## src/hw/rtl/fpf_pkg.sv

```systemverilog
package fpf_pkg;

    localparam int LIST_LEN_DEF  = 6;
    localparam int CMD_DEPTH_DEF = 4;
    localparam int NUM_NAMES     = 6;

    localparam logic [2:0] UNKNOWN_FIELD = 3'd6;
    localparam logic [2:0] FIELD_TIMESTAMP = 3'd0;

    localparam logic [7:0] OP_PROTO     = 8'h80;
    localparam logic [7:0] OP_FRAME     = 8'h95;
    localparam logic [7:0] OP_DICT      = 8'h7d;
    localparam logic [7:0] OP_MEMO      = 8'h94;
    localparam logic [7:0] OP_MARK      = 8'h28;
    localparam logic [7:0] OP_SETITEMS  = 8'h75;
    localparam logic [7:0] OP_STOP      = 8'h2e;
    localparam logic [7:0] OP_SHORTSTR  = 8'h8c;
    localparam logic [7:0] OP_FLOAT     = 8'h47;
    localparam logic [7:0] OP_LIST      = 8'h5d;
    localparam logic [7:0] OP_APPENDS   = 8'h65;

    typedef enum logic [4:0] {
        PH_HDR0      = 5'd0,
        PH_PROTOVER  = 5'd1,
        PH_FRAMECHK  = 5'd2,
        PH_FRAMESKIP = 5'd3,
        PH_DICT      = 5'd4,
        PH_DICT_MEMO = 5'd5,
        PH_DICT_MARK = 5'd6,
        PH_LOOP      = 5'd7,
        PH_KEYLEN    = 5'd8,
        PH_KEY       = 5'd9,
        PH_KEY_MEMO  = 5'd10,
        PH_L_MEMO    = 5'd11,
        PH_L_OPEN    = 5'd12,
        PH_L_MEMO2   = 5'd13,
        PH_L_MARK    = 5'd14,
        PH_F_MEMO    = 5'd15,
        PH_F_OP      = 5'd16,
        PH_F_DATA    = 5'd17,
        PH_L_APPENDS = 5'd18,
        PH_DONE      = 5'd19
    } phase_t;

    typedef struct packed {
        logic [7:0] msg_byte;
        logic       end_of_msg;
    } item_t;

    typedef struct packed {
        logic        item_kind;
        logic [2:0]  field_code;
        logic [2:0]  element_index;
        logic [63:0] value_bits;
        logic        parse_status;
        logic        last_of_run;
    } result_t;

    // One command per byte that causes results: a single value, a run of
    // zero values, and/or the end-of-message status.
    typedef struct packed {
        logic        has_val;
        logic        has_zeros;
        logic        has_status;
        logic        fail;
        logic [2:0]  field;
        logic [2:0]  idx;
        logic [63:0] bits;
    } cmd_t;

    function automatic logic [7:0] name_len(input logic [2:0] idx);
        logic [7:0] len;
        case (idx)
            3'd0:    len = 8'd9;
            3'd1:    len = 8'd8;
            3'd2:    len = 8'd8;
            3'd3:    len = 8'd9;
            3'd4:    len = 8'd7;
            3'd5:    len = 8'd10;
            default: len = 8'd0;
        endcase
        return len;
    endfunction

    // Key names as ASCII bytes, padded on the right with spaces to ten characters.
    function automatic logic [7:0] key_char(input logic [2:0] idx, input logic [3:0] pos);
        logic [79:0] s;
        logic [79:0] sh;
        case (idx)
            3'd0:    s = "timestamp ";
            3'd1:    s = 80'h706f73655f636d642020;
            3'd2:    s = 80'h706f73655f6e6f772020;
            3'd3:    s = 80'h6a6f696e745f706f7320;
            3'd4:    s = "actions   ";
            3'd5:    s = 80'h706f73655f6572726f72;
            default: s = '0;
        endcase
        sh = s << {pos, 3'b000};
        return sh[79:72];
    endfunction

endpackage

```

## src/hw/rtl/fixed_layout_pickle_float_parser.sv

```systemverilog
// Path: a taken byte's command is written into the command queue, and the
//   output register loads its first result from the queue head once it is free.
// Throughput: one byte per cycle while the command queue is not full; at most
//   one result per cycle leaves the output register, on pop, so a bad list opener
//   (LIST_LEN zeros plus perhaps status) holds the back end while the CMD_DEPTH-entry command queue absorbs input.
// Reset: rst_n is asynchronous, active low; it clears parser state and queues.
module fixed_layout_pickle_float_parser #(
    parameter int LIST_LEN  = fpf_pkg::LIST_LEN_DEF,
    parameter int CMD_DEPTH = fpf_pkg::CMD_DEPTH_DEF
) (
    input  logic             clk,
    input  logic             rst_n,
    input  fpf_pkg::item_t   item,
    input  logic             push,
    output logic             full,
    output fpf_pkg::result_t result,
    output logic             empty,
    input  logic             pop
);

    // Front end: per-byte parser. Each accepted byte advances the phase machine
    // and, where the byte finishes a value, a zero run or a message, writes one
    // command into the queue. Bytes that cause no result leave no trace there.
    logic          accept;
    logic          cmd_push;
    fpf_pkg::cmd_t cmd_in;
    fpf_pkg::cmd_t cmd_head;
    logic          cmd_pop;
    logic          cmd_empty;

    // Hold input while the command queue is full; the queue fill alone sets this.
    assign accept = push && !full;

    fpf_front #(
        .LIST_LEN (LIST_LEN)
    ) u_front (
        .clk      (clk),
        .rst_n    (rst_n),
        .accept   (accept),
        .item     (item),
        .cmd_push (cmd_push),
        .cmd      (cmd_in)
    );

    // Short queue between the two halves: lets the parser run ahead while a
    // multi-result command is drained, and lets results wait for pop.
    fpf_cmd_fifo #(
        .DEPTH (CMD_DEPTH)
    ) u_queue (
        .clk     (clk),
        .rst_n   (rst_n),
        .wr_en   (cmd_push),
        .wr_data (cmd_in),
        .full    (full),
        .rd_en   (cmd_pop),
        .rd_data (cmd_head),
        .empty   (cmd_empty)
    );

    // Back end: expand each command into result transactions, oldest first,
    // and drop the command once its last result is loaded.
    fpf_back #(
        .LIST_LEN (LIST_LEN)
    ) u_back (
        .clk       (clk),
        .rst_n     (rst_n),
        .cmd       (cmd_head),
        .cmd_empty (cmd_empty),
        .cmd_pop   (cmd_pop),
        .result    (result),
        .empty     (empty),
        .pop       (pop)
    );

`ifndef SYNTHESIS
    a_full_blocks: assert property (@(posedge clk) disable iff (!rst_n)
        full |-> !cmd_push)
        else $error("command written while queue full");
`endif

endmodule

```

## src/hw/rtl/fpf_front.sv

```systemverilog
module fpf_front #(
    parameter int LIST_LEN = fpf_pkg::LIST_LEN_DEF
) (
    input  logic          clk,
    input  logic          rst_n,
    input  logic          accept,
    input  fpf_pkg::item_t item,
    output logic          cmd_push,
    output fpf_pkg::cmd_t cmd
);

    fpf_pkg::phase_t phase_reg, phase_next;
    logic [3:0]  skip_reg, skip_next;
    logic [7:0]  klen_reg, klen_next;
    logic [7:0]  kpos_reg, kpos_next;
    logic [5:0]  kflags_reg, kflags_next;
    logic [2:0]  cfield_reg, cfield_next;
    logic [2:0]  ecount_reg, ecount_next;
    logic [63:0] vshift_reg, vshift_next;
    logic [2:0]  tally_reg, tally_next;
    logic        failed_reg, failed_next;

    always_ff @(posedge clk or negedge rst_n)
    begin
        if (!rst_n)
        begin
            phase_reg  <= fpf_pkg::PH_HDR0;
            skip_reg   <= '0;
            klen_reg   <= '0;
            kpos_reg   <= '0;
            kflags_reg <= 6'h3f;
            cfield_reg <= '0;
            ecount_reg <= '0;
            vshift_reg <= '0;
            tally_reg  <= '0;
            failed_reg <= 1'b0;
        end
        else if (accept)
        begin
            phase_reg  <= phase_next;
            skip_reg   <= skip_next;
            klen_reg   <= klen_next;
            kpos_reg   <= kpos_next;
            kflags_reg <= kflags_next;
            cfield_reg <= cfield_next;
            ecount_reg <= ecount_next;
            vshift_reg <= vshift_next;
            tally_reg  <= tally_next;
            failed_reg <= failed_next;
        end
    end

    always_comb
    begin
        logic       go;
        logic       kdone;
        logic       edone;
        logic [63:0] ebits;
        logic [7:0] b;
        logic [7:0] kpos_inc;
        b           = item.msg_byte;
        phase_next  = phase_reg;
        skip_next   = skip_reg;
        klen_next   = klen_reg;
        kpos_next   = kpos_reg;
        kflags_next = kflags_reg;
        cfield_next = cfield_reg;
        ecount_next = ecount_reg;
        vshift_next = vshift_reg;
        failed_next = failed_reg;
        tally_next  = (tally_reg < 3'd5) ? tally_reg + 3'd1 : tally_reg;
        cmd         = '0;
        go          = 1'b1;
        kpos_inc    = '0;
        ebits       = '0;
        // A byte passes through at most four phases before it is consumed.
        for (int s = 0; s < 4; s++)
        begin
            kdone = 1'b0;
            edone = 1'b0;
            if (go)
            begin
                go = 1'b0;
                case (phase_next)
                    fpf_pkg::PH_HDR0:
                    begin
                        if (b == fpf_pkg::OP_PROTO)
                            phase_next = fpf_pkg::PH_PROTOVER;
                        else
                        begin
                            phase_next = fpf_pkg::PH_FRAMECHK;
                            go = 1'b1;
                        end
                    end
                    fpf_pkg::PH_PROTOVER: phase_next = fpf_pkg::PH_FRAMECHK;
                    fpf_pkg::PH_FRAMECHK:
                    begin
                        if (b == fpf_pkg::OP_FRAME)
                        begin
                            skip_next  = 4'd8;
                            phase_next = fpf_pkg::PH_FRAMESKIP;
                        end
                        else
                        begin
                            phase_next = fpf_pkg::PH_DICT;
                            go = 1'b1;
                        end
                    end
                    fpf_pkg::PH_FRAMESKIP:
                    begin
                        if (skip_next != 4'd0)
                            skip_next = skip_next - 4'd1;
                        if (skip_next == 4'd0)
                            phase_next = fpf_pkg::PH_DICT;
                    end
                    fpf_pkg::PH_DICT:
                    begin
                        if (b == fpf_pkg::OP_DICT)
                            phase_next = fpf_pkg::PH_DICT_MEMO;
                        else
                        begin
                            failed_next = 1'b1;
                            phase_next  = fpf_pkg::PH_DONE;
                        end
                    end
                    fpf_pkg::PH_DICT_MEMO:
                    begin
                        phase_next = fpf_pkg::PH_DICT_MARK;
                        go = (b != fpf_pkg::OP_MEMO);
                    end
                    fpf_pkg::PH_DICT_MARK:
                    begin
                        phase_next = fpf_pkg::PH_LOOP;
                        go = (b != fpf_pkg::OP_MARK);
                    end
                    fpf_pkg::PH_LOOP:
                    begin
                        if (b == fpf_pkg::OP_SETITEMS || b == fpf_pkg::OP_STOP)
                            phase_next = fpf_pkg::PH_DONE;
                        else if (b == fpf_pkg::OP_SHORTSTR)
                            phase_next = fpf_pkg::PH_KEYLEN;
                        else
                        begin
                            failed_next = 1'b1;
                            phase_next  = fpf_pkg::PH_DONE;
                        end
                    end
                    fpf_pkg::PH_KEYLEN:
                    begin
                        klen_next   = b;
                        kpos_next   = '0;
                        kflags_next = 6'h3f;
                        if (b == 8'd0)
                            kdone = 1'b1;
                        else
                            phase_next = fpf_pkg::PH_KEY;
                    end
                    fpf_pkg::PH_KEY:
                    begin
                        for (int i = 0; i < fpf_pkg::NUM_NAMES; i++)
                        begin
                            if (kpos_next >= fpf_pkg::name_len(3'(i)))
                                kflags_next[i] = 1'b0;
                            else if (fpf_pkg::key_char(3'(i), kpos_next[3:0]) != b)
                                kflags_next[i] = 1'b0;
                        end
                        kpos_inc  = kpos_next + 8'd1;
                        kpos_next = kpos_inc;
                        if (kpos_inc >= klen_next)
                            kdone = 1'b1;
                    end
                    fpf_pkg::PH_KEY_MEMO:
                    begin
                        ecount_next = '0;
                        phase_next  = (cfield_next == fpf_pkg::FIELD_TIMESTAMP) ?
                                      fpf_pkg::PH_F_MEMO : fpf_pkg::PH_L_MEMO;
                        go = (b != fpf_pkg::OP_MEMO);
                    end
                    fpf_pkg::PH_L_MEMO:
                    begin
                        phase_next = fpf_pkg::PH_L_OPEN;
                        go = (b != fpf_pkg::OP_MEMO);
                    end
                    fpf_pkg::PH_L_OPEN:
                    begin
                        if (b == fpf_pkg::OP_LIST)
                            phase_next = fpf_pkg::PH_L_MEMO2;
                        else
                        begin
                            // bad list opener: a run of zeros for a known key
                            if (cfield_next < fpf_pkg::UNKNOWN_FIELD)
                            begin
                                cmd.has_zeros = 1'b1;
                                cmd.field     = cfield_next;
                            end
                            phase_next = fpf_pkg::PH_LOOP;
                        end
                    end
                    fpf_pkg::PH_L_MEMO2:
                    begin
                        phase_next = fpf_pkg::PH_L_MARK;
                        go = (b != fpf_pkg::OP_MEMO);
                    end
                    fpf_pkg::PH_L_MARK:
                    begin
                        ecount_next = '0;
                        phase_next  = fpf_pkg::PH_F_MEMO;
                        go = (b != fpf_pkg::OP_MARK);
                    end
                    fpf_pkg::PH_F_MEMO:
                    begin
                        phase_next = fpf_pkg::PH_F_OP;
                        go = (b != fpf_pkg::OP_MEMO);
                    end
                    fpf_pkg::PH_F_OP:
                    begin
                        if (b == fpf_pkg::OP_FLOAT)
                        begin
                            vshift_next = '0;
                            skip_next   = '0;
                            phase_next  = fpf_pkg::PH_F_DATA;
                        end
                        else
                        begin
                            edone = 1'b1;
                            ebits = '0;
                        end
                    end
                    fpf_pkg::PH_F_DATA:
                    begin
                        vshift_next = {vshift_next[55:0], b};
                        skip_next   = skip_next + 4'd1;
                        if (skip_next >= 4'd8)
                        begin
                            edone = 1'b1;
                            ebits = vshift_next;
                        end
                    end
                    fpf_pkg::PH_L_APPENDS:
                    begin
                        phase_next = fpf_pkg::PH_LOOP;
                        go = (b != fpf_pkg::OP_APPENDS);
                    end
                    default: phase_next = fpf_pkg::PH_DONE;
                endcase

                // resolve the key against the names still in the running
                if (kdone)
                begin
                    cfield_next = fpf_pkg::UNKNOWN_FIELD;
                    for (int i = fpf_pkg::NUM_NAMES - 1; i >= 0; i--)
                        if (kflags_next[i] && fpf_pkg::name_len(3'(i)) == klen_next)
                            cfield_next = 3'(i);
                    phase_next = fpf_pkg::PH_KEY_MEMO;
                end

                if (edone)
                begin
                    if (cfield_next < fpf_pkg::UNKNOWN_FIELD)
                    begin
                        cmd.has_val = 1'b1;
                        cmd.field   = cfield_next;
                        cmd.idx     = (cfield_next == fpf_pkg::FIELD_TIMESTAMP) ?
                                      3'd0 : ecount_next;
                        cmd.bits    = ebits;
                    end
                    if (cfield_next == fpf_pkg::FIELD_TIMESTAMP)
                        phase_next = fpf_pkg::PH_LOOP;
                    else if (ecount_next >= 3'(LIST_LEN - 1))
                        phase_next = fpf_pkg::PH_L_APPENDS;
                    else
                    begin
                        ecount_next = ecount_next + 3'd1;
                        phase_next  = fpf_pkg::PH_F_MEMO;
                    end
                end
            end
        end

        if (item.end_of_msg)
        begin
            cmd.has_status = 1'b1;
            cmd.fail       = failed_next || (tally_next < 3'd5) ||
                             (phase_next <= fpf_pkg::PH_DICT);
            phase_next  = fpf_pkg::PH_HDR0;
            skip_next   = '0;
            klen_next   = '0;
            kpos_next   = '0;
            kflags_next = 6'h3f;
            cfield_next = '0;
            ecount_next = '0;
            vshift_next = '0;
            tally_next  = '0;
            failed_next = 1'b0;
        end

        cmd_push = accept && (cmd.has_val || cmd.has_zeros || cmd.has_status);
    end

`ifndef SYNTHESIS
    a_eom_clears: assert property (@(posedge clk) disable iff (!rst_n)
        accept && item.end_of_msg |=> phase_reg == fpf_pkg::PH_HDR0 && tally_reg == 3'd0)
        else $error("parser state not cleared after message end");
    a_val_known: assert property (@(posedge clk) disable iff (!rst_n)
        cmd_push && (cmd.has_val || cmd.has_zeros) |->
        cmd.field < fpf_pkg::UNKNOWN_FIELD && !(cmd.has_val && cmd.has_zeros))
        else $error("value command for an unknown key");
`endif

endmodule

```

## src/hw/rtl/fpf_cmd_fifo.sv

```systemverilog
module fpf_cmd_fifo #(
    parameter int DEPTH = fpf_pkg::CMD_DEPTH_DEF
) (
    input  logic          clk,
    input  logic          rst_n,
    input  logic          wr_en,
    input  fpf_pkg::cmd_t wr_data,
    output logic          full,
    input  logic          rd_en,
    output fpf_pkg::cmd_t rd_data,
    output logic          empty
);

    localparam int PTR_W = $clog2(DEPTH);
    localparam int CNT_W = $clog2(DEPTH + 1);

    fpf_pkg::cmd_t mem_reg [DEPTH];
    logic [PTR_W-1:0] wr_ptr_reg, rd_ptr_reg;
    logic [CNT_W-1:0] count_reg;

    assign full    = (count_reg == CNT_W'(DEPTH));
    assign empty   = (count_reg == '0);
    assign rd_data = mem_reg[rd_ptr_reg];

    always_ff @(posedge clk)
    begin
        if (wr_en)
            mem_reg[wr_ptr_reg] <= wr_data;
    end

    always_ff @(posedge clk or negedge rst_n)
    begin
        if (!rst_n)
        begin
            wr_ptr_reg <= '0;
            rd_ptr_reg <= '0;
            count_reg  <= '0;
        end
        else
        begin
            if (wr_en)
                wr_ptr_reg <= (wr_ptr_reg == PTR_W'(DEPTH - 1)) ? '0 : wr_ptr_reg + 1'b1;
            if (rd_en)
                rd_ptr_reg <= (rd_ptr_reg == PTR_W'(DEPTH - 1)) ? '0 : rd_ptr_reg + 1'b1;
            count_reg <= count_reg + CNT_W'(wr_en) - CNT_W'(rd_en);
        end
    end

`ifndef SYNTHESIS
    a_no_overrun: assert property (@(posedge clk) disable iff (!rst_n)
        (wr_en |-> !full) and (rd_en |-> !empty))
        else $error("command queue overrun or underrun");
`endif

endmodule

```

## src/hw/rtl/fpf_back.sv

```systemverilog
module fpf_back #(
    parameter int LIST_LEN = fpf_pkg::LIST_LEN_DEF
) (
    input  logic             clk,
    input  logic             rst_n,
    input  fpf_pkg::cmd_t    cmd,
    input  logic             cmd_empty,
    output logic             cmd_pop,
    output fpf_pkg::result_t result,
    output logic             empty,
    input  logic             pop
);

    localparam int CNT_W = $clog2(LIST_LEN + 2);

    logic [CNT_W-1:0] n_reg, n_next;
    logic             valid_reg, valid_next;
    fpf_pkg::result_t res_reg, res_next;

    logic [CNT_W-1:0] body;
    logic [CNT_W-1:0] total;
    logic             advance;
    logic             final_item;

    assign empty  = !valid_reg;
    assign result = res_reg;

    always_comb
    begin
        body       = cmd.has_zeros ? CNT_W'(LIST_LEN) : CNT_W'(cmd.has_val);
        total      = body + CNT_W'(cmd.has_status);
        advance    = !cmd_empty && (!valid_reg || pop);
        final_item = (n_reg == total - 1'b1);
        cmd_pop    = advance && final_item;

        res_next   = res_reg;
        n_next     = n_reg;
        valid_next = valid_reg && !pop;
        if (advance)
        begin
            valid_next = 1'b1;
            res_next   = '0;
            if (n_reg < body)
            begin
                res_next.field_code    = cmd.field;
                res_next.element_index = cmd.has_zeros ? 3'(n_reg) : cmd.idx;
                res_next.value_bits    = cmd.has_zeros ? 64'd0 : cmd.bits;
            end
            else
            begin
                res_next.item_kind    = 1'b1;
                res_next.parse_status = cmd.fail;
            end
            res_next.last_of_run = final_item;
            n_next = final_item ? '0 : n_reg + 1'b1;
        end
    end

    always_ff @(posedge clk)
    begin
        res_reg <= res_next;
    end

    always_ff @(posedge clk or negedge rst_n)
    begin
        if (!rst_n)
        begin
            n_reg     <= '0;
            valid_reg <= 1'b0;
        end
        else
        begin
            n_reg     <= n_next;
            valid_reg <= valid_next;
        end
    end

`ifndef SYNTHESIS
    a_status_last: assert property (@(posedge clk) disable iff (!rst_n)
        valid_reg && res_reg.item_kind |-> res_reg.last_of_run && res_reg.value_bits == 64'd0)
        else $error("status result not closing its run");
    a_run_bound: assert property (@(posedge clk) disable iff (!rst_n)
        n_reg <= CNT_W'(LIST_LEN))
        else $error("expansion counter beyond the run length");
`endif

endmodule
```

## config.mk

```make
export PLATFORM = sky130hd
export DESIGN_NAME = fixed_layout_pickle_float_parser
export DESIGN_NICKNAME = d
export VERILOG_FILES = /design/src/hw/rtl/fpf_pkg.sv /design/src/hw/rtl/fixed_layout_pickle_float_parser.sv /design/src/hw/rtl/fpf_front.sv /design/src/hw/rtl/fpf_cmd_fifo.sv /design/src/hw/rtl/fpf_back.sv
export SDC_FILE = /design/constraint.sdc
export NUM_CORES = 1
export LEC_CHECK = 0
export ABC_AREA = 1
export BUFFER_PORTS_ARGS = -buffer_cell sky130_fd_sc_hd__buf_4
export CAP_MARGIN = 0
export CORE_MARGIN = 10
export CORE_UTILIZATION = 40
export CTS_CLUSTER_DIAMETER = 120
export DETAILED_ROUTE_END_ITERATION = 12
export MAX_ROUTING_LAYER = met4
export SETUP_SLACK_MARGIN = 0.4
export SYNTH_ARGS = -nofsm -noshare
export SYNTH_HDL_FRONTEND = slang
export SYNTH_SLANG_ARGS = --single-unit
export TNS_END_PERCENT = 100
```

## constraint.sdc

```tcl
create_clock -name clk -period 9 [get_ports clk]
set_input_delay 1.8 -clock clk [delete_from_list [all_inputs] [get_ports clk]]
set_output_delay 1.8 -clock clk [all_outputs]
set_load 0.005 [all_outputs]
```

==> results of run 1 <==
## placed cells by master, fill, tap and decap left out, types with 7 or more instances in the layout
| cell | n |
|---|---|
| nor4_1 | 22 |
| o21a_1 | 7 |
| buf_4 | 308 |
| ha_1 | 95 |
| bufinv_16 | 10 |
| edfxtp_1 | 369 |
| nand3_1 | 176 |
| o21ai_1 | 14 |
| nor2_4 | 20 |
| o21ai_0 | 278 |
| xor2_1 | 77 |
| o22ai_1 | 117 |
| inv_1 | 338 |
| nand2_1 | 487 |
| nor3_1 | 107 |
| clkinv_2 | 12 |
| buf_12 | 17 |
| a21oi_1 | 151 |
| nand2_2 | 25 |
| dfrtp_1 | 98 |
| clkinv_1 | 9 |
| nor2_1 | 575 |
| o31ai_1 | 11 |
| a31oi_1 | 13 |
| nand2_4 | 11 |
| nor2_2 | 23 |
| nand4_1 | 78 |
| o211ai_1 | 29 |
| clkbuf_1 | 8 |
| inv_2 | 46 |
| a211oi_1 | 13 |
| nand3_2 | 16 |
| clkbuf_16 | 50 |
| a21oi_4 | 8 |
## where the power goes
part / internal, W / switching, W
combinational: 0.00238 / 0.00444
sequential: 0.00293 / 0.000153
clock: 0.00131 / 0.000871
## metrics by stage
stage	total power, W	instance area [um^2]	TNS (ns)	utilization
global route	0.0129	34200	0	0.476
global placement	0.00979	32200	0	0.448
detailed placement	0.00974	32200	0	0.448
finish	0.0121	34200	0	0.476
CTS	0.0120	33900	0	0.472
floorplan	0.00688	29100	-80.44	-
## repair_timing
item / 4_1_cts / 5_1_grt
resized for setup: 0 / 33
setup buffers: 0 / 16
setup endpoints to repair: 0 / 321
## worst paths after layout
kind / endpoint / depth (start not counted) / slack, ns
worst max-delay path: u_queue.mem_reg[1][39] / 52 / 0.86
worst min-delay path: u_front.ecount_reg[2] / 2 / 0.48
worst min register to register: u_front.ecount_reg[2] / 2 / 0.48
min in group asynchronous: u_front.kpos_reg[2] / 1 / 1.27
max in group asynchronous: u_front.vshift_reg[30] / 2 / 6.31
worst max register to register: u_queue.mem_reg[1][39] / 53 / 0.94
## tightest hold or removal path: cells and delay by family (launching register included)
kind	cells	cell delay, ns
DFF	1	0.34
and+or+nand+nor	2	0.11
## routing by layer
metal  vias up  wire length, um  share of wire
met4         0             3110          0.030
met2      1025            46700           0.46
met5         -                0              0
met1     12700            45700           0.45
met3       186             6930          0.068
li1      12400                -              -
## final cells by class
cell class                      instances  area, um^2
Fill cell                            6920       37600
Tap cell                              950        1190
Clock buffer                           59        1280
Sequential cell                       477       13800
Multi-Input combinational cell       2450       13300
Clock inverter                         31         443
Timing Repair Buffer                  326        2680
Inverter                              394        1490
## cells by family after synthesis
logic type / count (synthesis) / synth area share
simple gates: 1573 / 0.244
compound gates: 700 / 0.140
buf+inv: 568 / 0.0756
flops: 477 / 0.474
fa+ha+maj: 97 / 0.0420
xor+xnor: 79 / 0.0238
==> out/results.tsv, run 1 <==
stage	metric	value	unit
place	dp.cells	4579	
floorplanning	num_rows	98	
detailed_routing	drc	0	
global_routing	grt_pass1_vias	25100	
detailed_routing	detail_route.wirelength	102	mm
sta	period_minus_slack	8.14	ns
floorplanning	core_area	71700	um^2
sta	finalCritPeriodShare	0.904	
worst_setup_path	crit_path_start_kind	input pin	
worst_setup_path	cp_num_buf_inv	11	
global_routing	grt_overflow	0	
clock_tree	cts.htree.levels	2	
detailed_routing	final_antenna_net_count	0	
detailed_routing	vias	26300	
clock_tree	cts_tree	built	
synth	synth_nets	3604	
synth	ys_seq_elements	477	
place	pre_cts_slack	0.0385	ns
synth	yosysUniqueCellTypes	67	
detailed_routing	vias_per_cell	5.61	
cells_and_area	area_growth	17.5	%
floorplanning	io_pins	88	
global_routing	grt_max_degree	82	
pwr	power_density	354	nW/um^2
sta	max_slew_margin	0.178	
place	hpwlAfterDp	73.3	mm
detailed_routing	drtIter0Drc	2811	
min_path	hp-class	flop to flop	
clock_tree	cts-hold-fix-buffers	0	
worst_setup_path	cpPeakStageDelay	0.29	ns
synth	yosysWarnings	0	
sta	timing.fmax	123	MHz
worst_setup_path	cp_top_family	simple AND/OR/NAND/NOR gates	
worst_setup_path	cp_data_required_time	9.28	ns
floorplanning	die_h	290	um
global_routing	grt_pass1_wl	156	mm
floorplanning	initial_utilization	0.405	
place	port-buffer-count	87	
sta	finalSetupViolCount	0	
synth	synth_edf_count	369	
global_routing	top_usage_layer	met2	
status	outcome	finished clean	
clock_tree	cts_made_buffers	48	
cells_and_area	stdcell_count	4687	
clock_tree	clkTransAtPathRegs	0.06	ns
pwr	vdd_drop_max	351	uV
sta	tightestPinTransition	1.23	ns
clock_tree	clkSinkCount	477	
clock_tree	cts-root-buf	clkbuf_16	
place	gp_congestion	1.06	
worst_setup_path	path_class	input pin to flop	
synth	yosys.area.top_type_share	0.381	
pwr	cellLeakagePower	14.4	nW
worst_setup_path	crit_slowest_cell	o21ai_2	
floorplanning	dieArea	83900	um^2
detailed_routing	wl_per_cell	21.8	um
synth	yosysMostFrequentCell	nor2_1	
synth	netlist_area	29100	um^2
sta	slew_viol_final	0	
synth	syn_inst	3494	
global_routing	met2_usage	0.381	
sta	fin_skew	0.0263	ns
synth	yosys-top-cells-area	edfxtp_1, dfrtp_1, nor2_1	
detailed_routing	dr.pass1.iters	6	
worst_setup_path	cpMostUsedCell	nand2_1	
worst_setup_path	worstPathMaxFanout	28	
sta	setup_slack	0.862	ns
synth	synthArstFlopShare	0.226	
clock_tree	insertion_delay	0.60	ns
global_routing	grt.total_usage	0.246	
cells_and_area	drive_gt1_frac	0.163	
sta	rsz0062_at_grt	false	
global_routing	antenna_found_initial	0	
sta	hold_viol	0	
synth	synth_common_cells	nor2_1, nand2_1, edfxtp_1, inv_1, o21ai_0	
run	drv_cap	0	
sta	hold_ws	0.483	ns
synth	avgSynthCellArea	8.32	um^2
global_routing	gr-usage-met1	0.337	
worst_setup_path	crit_path_end_kind	flop	
synth	synth-main-ff-cell	edfxtp_1	
worst_setup_path	timing.rr.start	u_front.phase_reg[2]	
global_routing	grt_util_met3	0.0270	
min_path	min_from	u_front.ecount_reg[2]	
synth	yosys.area.top_type	edfxtp_1	
synth	ys_seq_area_frac	0.474	
cells_and_area	largest_register_ffs	296	
floorplanning	die_x	290	um
cells_and_area	antenna_cells	0	
worst_setup_path	crit_path_start	item[2]	
clock_tree	clockBufferDepth	3	
worst_setup_path	critical_path_arrival	8.41	ns
cells_and_area	layout.nets	3807	
Note: power is estimated with default switching activity, not from simulation.
==> run 2: changes to the inputs <==
--- a/config.mk
+++ b/config.mk
@@ -10,2 +10,4 @@
 export CAP_MARGIN = 0
+export CELL_PAD_IN_SITES_DETAIL_PLACEMENT = 0
+export CELL_PAD_IN_SITES_GLOBAL_PLACEMENT = 1
 export CORE_MARGIN = 10
@@ -15,2 +17,3 @@
 export MAX_ROUTING_LAYER = met4
+export PLACE_DENSITY_LB_ADDON = 0.1
 export SETUP_SLACK_MARGIN = 0.4
==> constraint.sdc (replaced) <==
create_clock -name clk -period 9 [get_ports clk]
set_input_delay 0.9 -clock clk [delete_from_list [all_inputs] [get_ports clk]]
set_output_delay 0.9 -clock clk [all_outputs]
set_load 0.005 [all_outputs]
==> out/results.tsv, run 2 (synthesized netlist as in run 1, its figures left out) <==
stage	metric	value	unit
detailed_routing	dr.pass1.iters	6	
sta	max_slew_margin	0.176	
clock_tree	insertion_delay	0.57	ns
place	gp_congestion	0.973	
place	dp.cells	4479	
clock_tree	cts_made_buffers	46	
sta	hold_ws	0.444	ns
sta	fin_skew	0.0229	ns
detailed_routing	wl_per_cell	22.9	um
worst_setup_path	worst-r2r-setup-slack	0.98	ns
min_path	hp-class	input pin to async pin	
worst_setup_path	endpoint	u_queue.mem_reg[3][56]	
floorplanning	dieArea	83900	um^2
worst_setup_path	critical_path_arrival	8.28	ns
clock_tree	cts-hold-fix-buffers	0	
cells_and_area	layout.nets	3699	
sta	finalSetupViolCount	0	
floorplanning	num_rows	98	
detailed_routing	final_antenna_net_count	0	
cells_and_area	antenna_cells	0	
sta	rsz0062_at_grt	false	
pwr	power_density	338	nW/um^2
sta	tightestPinTransition	1.23	ns
detailed_routing	drtIter0Drc	2492	
worst_setup_path	worstPathMaxFanout	21	
worst_setup_path	timing.rr.start	u_front.kpos_reg[0]	
global_routing	grt.total_usage	0.250	
worst_setup_path	r2r_end	u_queue.mem_reg[3][56]	
sta	hold_viol	0	
floorplanning	initial_utilization	0.405	
sta	period_minus_slack	8.02	ns
pwr	cellLeakagePower	13.7	nW
pwr	vdd_drop_max	294	uV
cells_and_area	layout_common_cells	nor2_1, nand2_1, edfxtp_1	
floorplanning	die_x	290	um
global_routing	grt_overflow	0	
worst_setup_path	worstRegToRegCells	54	
detailed_routing	detail_route.wirelength	105	mm
place	port-buffer-count	87	
clock_tree	cts_tree	built	
cells_and_area	largest_register_ffs	296	
worst_setup_path	cpPeakStageDelay	0.40	ns
detailed_routing	vias	25900	
sta	slew_viol_final	0	
clock_tree	cts.htree.levels	2	
worst_setup_path	cpMostUsedCell	nand3_2	
global_routing	antenna_found_initial	0	
detailed_routing	drc	0	
worst_setup_path	crit_slowest_cell	dfrtp_2	
clock_tree	clockBufferDepth	3	
worst_setup_path	crit_path_start	u_front.kpos_reg[0]	
floorplanning	die_h	290	um
floorplanning	io_pins	88	
cells_and_area	stdcell_count	4574	
worst_setup_path	crit_path_end_kind	flop	
cells_and_area	area_growth	13.9	%
global_routing	grt_pass1_vias	25400	
cells_and_area	fillers	6973	
clock_tree	clkSinkCount	477	
sta	finalCritPeriodShare	0.892	
place	hpwlAfterDp	74.0	mm
clock_tree	clkTransAtPathRegs	0.07	ns
sta	fin_tns_setup	0	ns
pwr	total_power	0.0112	W
worst_setup_path	cp_data_required_time	9.26	ns
worst_setup_path	crit_path_start_kind	flop	
clock_tree	cts-root-buf	clkbuf_16	
cells_and_area	drive_gt1_frac	0.135	
cells_and_area	final_common_cell	nor2_1	
global_routing	grt_max_degree	83	
floorplanning	core_area	71700	um^2
run	drv_cap	0	
sta	timing.fmax	125	MHz
worst_setup_path	path_class	flop to flop	
status	outcome	finished clean	
detailed_routing	vias_per_cell	5.66	
global_routing	grt_pass1_wl	158	mm
==> run 2: how the worst min path moves through the flow <==
stage	endpoint	slack (ns)	depth (start not counted)
5_1_grt	u_back.valid_reg	0.48	1
4_1_cts	u_front.vshift_reg[41]	0.45	1
2_1_floorplan	u_front.ecount_reg[0]	0.45	2
6_report	u_front.tally_reg[1]	0.44	1
3_3_place_gp	u_front.ecount_reg[0]	0.47	2
3_5_place_dp	u_front.ecount_reg[0]	0.47	2
==> run 2: layer usage <==
layer  track usage  wire length, um  share of wire
met1         0.320            44800           0.43
met2         0.413            50400           0.48
met3        0.0228             5580          0.053
met4        0.0864             3830          0.037
met5             -                0              0
==> run 2: report_power, final <==
part | leakage, nW | switching, W | internal, W
registers | 4.95 | 0.000195 | 0.00293
logic | 8.08 | 0.00432 | 0.00193
clock network | 0.679 | 0.000827 | 0.00101
total | 13.7 | 0.00534 | 0.00586
==> run 2: layout make-up <==
type                       count  area, um^2  share of cell area
sequential                   477       13800               0.417
multi-input combinational   2450       13300               0.401
clock buffer                  57        1190              0.0360
tap                          950        1190              0.0359
inverter                     394        1500              0.0452
clock inverter                26         209             0.00631
timing repair buffer         220        1940              0.0587
==> run 2: worst max-delay path: cells and delay by family (launching register included) <==
| kind | cells | cell delay, ns |
|---|---|---|
| flops | 1 | 0.40 |
| compound gates | 5 | 0.65 |
| xor+xnor | 1 | 0.11 |
| fa+ha+maj | 1 | 0.31 |
| buf+inv | 5 | 0.82 |
| simple gates | 42 | 5.37 |
==> run 2: repair_timing <==
item | CTS | global route
buffers inserted | 1 | 9
setup endpoints to repair | 229 | 315
pin swaps | 0 | 3
gates resized for setup | 1 | 38
gates cloned | 0 | 2
==> run 2: stage by stage <==
stage / util / worst slack (ns) / area (um^2)
floorplan: - / 0.308 / 29100
global placement: 0.438 / 0.595 / 31400
detailed placement: 0.438 / 0.313 / 31400
CTS: 0.458 / 0.447 / 32900
global route: 0.462 / 0.390 / 33100
finish: 0.462 / 0.975 / 33100
==> run 3: changes to the inputs <==
- CORE_MARGIN: 10 -> 4
==> out/results.tsv, run 3 (synthesized netlist as in run 1, its figures left out) <==
stage	metric	value	unit
detailed_routing	detail_route.wirelength	105	mm
sta	hold_ws	0.365	ns
global_routing	grt.total_usage	0.269	
global_routing	grt_pass1_vias	25400	
pwr	switchingPower	0.00536	W
pwr	vdd_drop_max	337	uV
cells_and_area	fillers	6905	
place	hpwlAfterDp	73.4	mm
floorplanning	dieArea	77100	um^2
floorplanning	core_area	71700	um^2
sta	rsz0062_at_grt	false	
clock_tree	clkTransAtPathRegs	0.07	ns
worst_setup_path	critical_path_arrival	8.32	ns
cells_and_area	antenna_cells	0	
global_routing	grt_max_degree	109	
cells_and_area	multi_input_area	13400	um^2
pwr	total_power	0.0115	W
pwr	power_density	342	nW/um^2
sta	period_minus_slack	8.05	ns
status	outcome	finished clean	
sta	timing.fmax	124	MHz
detailed_routing	final_antenna_net_count	0	
sta	hold_viol	0	
detailed_routing	vias_per_cell	5.70	
sta	finalSetupViolCount	0	
worst_setup_path	cp_top_family	simple AND/OR/NAND/NOR gates	
detailed_routing	vias	26200	
min_path	hp-class	input pin to async pin	
pwr	comb_power_share	0.550	
clock_tree	insertion_delay	0.57	ns
global_routing	antenna_found_initial	0	
worst_setup_path	cpMostUsedCell	nand2_1	
worst_setup_path	worstRegToRegCells	52	
floorplanning	die_x	278	um
floorplanning	io_pins	88	
sta	fin_skew	0.0175	ns
worst_setup_path	cp_num_buf_inv	9	
floorplanning	num_rows	98	
sta	max_slew_margin	0.166	
worst_setup_path	crit_slowest_cell	o21ai_2	
worst_setup_path	crit_path_start_kind	flop	
worst_setup_path	worstPathMaxFanout	18	
cells_and_area	largest_register_ffs	296	
detailed_routing	dr.pass1.iters	6	
detailed_routing	drtIter0Drc	2333	
sta	finalCritPeriodShare	0.894	
sta	slew_viol_final	0	
worst_setup_path	crit_cells	52	
pwr	p_clk_frac	0.179	
floorplanning	initial_utilization	0.405	
clock_tree	cts-hold-fix-buffers	0	
place	port-buffer-count	87	
global_routing	grt_pass1_wl	157	mm
cells_and_area	layout.area.seq	13800	um^2
clock_tree	cts.htree.levels	2	
worst_setup_path	cp_data_required_time	9.27	ns
place	gp_congestion	1.01	
sta	fin_tns_setup	0	ns
worst_setup_path	cpPeakStageDelay	0.69	ns
cells_and_area	layout.nets	3709	
global_routing	grt_overflow	0	
detailed_routing	drc	0	
clock_tree	cts_tree	built	
pwr	power.internal	0.00610	W
clock_tree	cts_made_buffers	48	
sta	tightestPinTransition	1.22	ns
run	drv_cap	0	
pwr	p_seq_frac	0.272	
cells_and_area	final_common_cell	nor2_1	
detailed_routing	wl_per_cell	22.8	um
pwr	swShare	0.468	
cells_and_area	area_growth	15.2	%
cells_and_area	drive_gt1_frac	0.144	
clock_tree	clkSinkCount	477	
worst_setup_path	crit_path_end_kind	flop	
pwr	cellLeakagePower	13.9	nW
clock_tree	clockBufferDepth	3	
worst_setup_path	path_class	flop to flop	
clock_tree	cts-root-buf	clkbuf_16	
floorplanning	die_h	278	um
cells_and_area	layout_common_cells	nor2_1, nand2_1, edfxtp_1	
==> run 3: path summary, 6_finish.rpt <==
check | startpoint | slack (ns) | endpoint
setup / recovery | u_front.phase_reg[3] | 0.95 | u_queue.mem_reg[3][5]
max in group asynchronous | rst_n | 7.20 | u_front.kpos_reg[2]
hold reg to reg | u_front.ecount_reg[0] | 0.49 | u_front.ecount_reg[0]
setup reg to reg | u_front.phase_reg[3] | 0.95 | u_queue.mem_reg[3][5]
min in group clk | u_front.ecount_reg[0] | 0.49 | u_front.ecount_reg[0]
hold / removal | rst_n | 0.36 | u_front.vshift_reg[43]
==> run 3: final cells by class <==
type | instances | share of cell area
inverters | 394 | 0.0448
flip-flops and latches | 477 | 0.412
repair buffers | 228 | 0.0597
multi-input cells | 2450 | 0.400
well taps | 950 | 0.0355
clock inverters | 29 | 0.00934
clock buffers | 61 | 0.0386
==> run 3: what timing repair did <==
item / 4_1_cts / 5_1_grt
gates cloned: 0 / 2
pin swaps: 0 / 15
resized for setup: 2 / 62
setup buffers: 0 / 25
endpoints found under the setup margin: 297 / 323
==> run 3: per-layer routing <==
metal | track usage | up-vias | part of all wire
met2 | 0.451 | 1066 | 0.48
met3 | 0.0269 | 222 | 0.059
met5 | - | - | 0
met4 | 0.0892 | 0 | 0.038
li1 | - | 12200 | -
met1 | 0.344 | 12700 | 0.42
==> run 3: power by group through the flow <==
stage,Combinational (W),Clock (W),Sequential (W)
after global placement,0.00605,0,0.00315
after detailed placement,0.00600,0,0.00316
final,0.00631,0.00205,0.00311
after CTS,0.00603,0.00208,0.00312
after floorplan,0.00374,0,0.00313
after global routing,0.00691,0.00217,0.00315
==> run 3: through the flow <==
step                setup slack, ns  cells   util  area [um^2]
global route                  0.354   4589  0.467        33500
floorplan                     0.308   3494      -        29100
global placement              0.600   4472  0.438        31400
detailed placement            0.249   4472  0.438        31400
CTS                           0.439   4562  0.460        33000
finish                        0.951   4589  0.467        33500
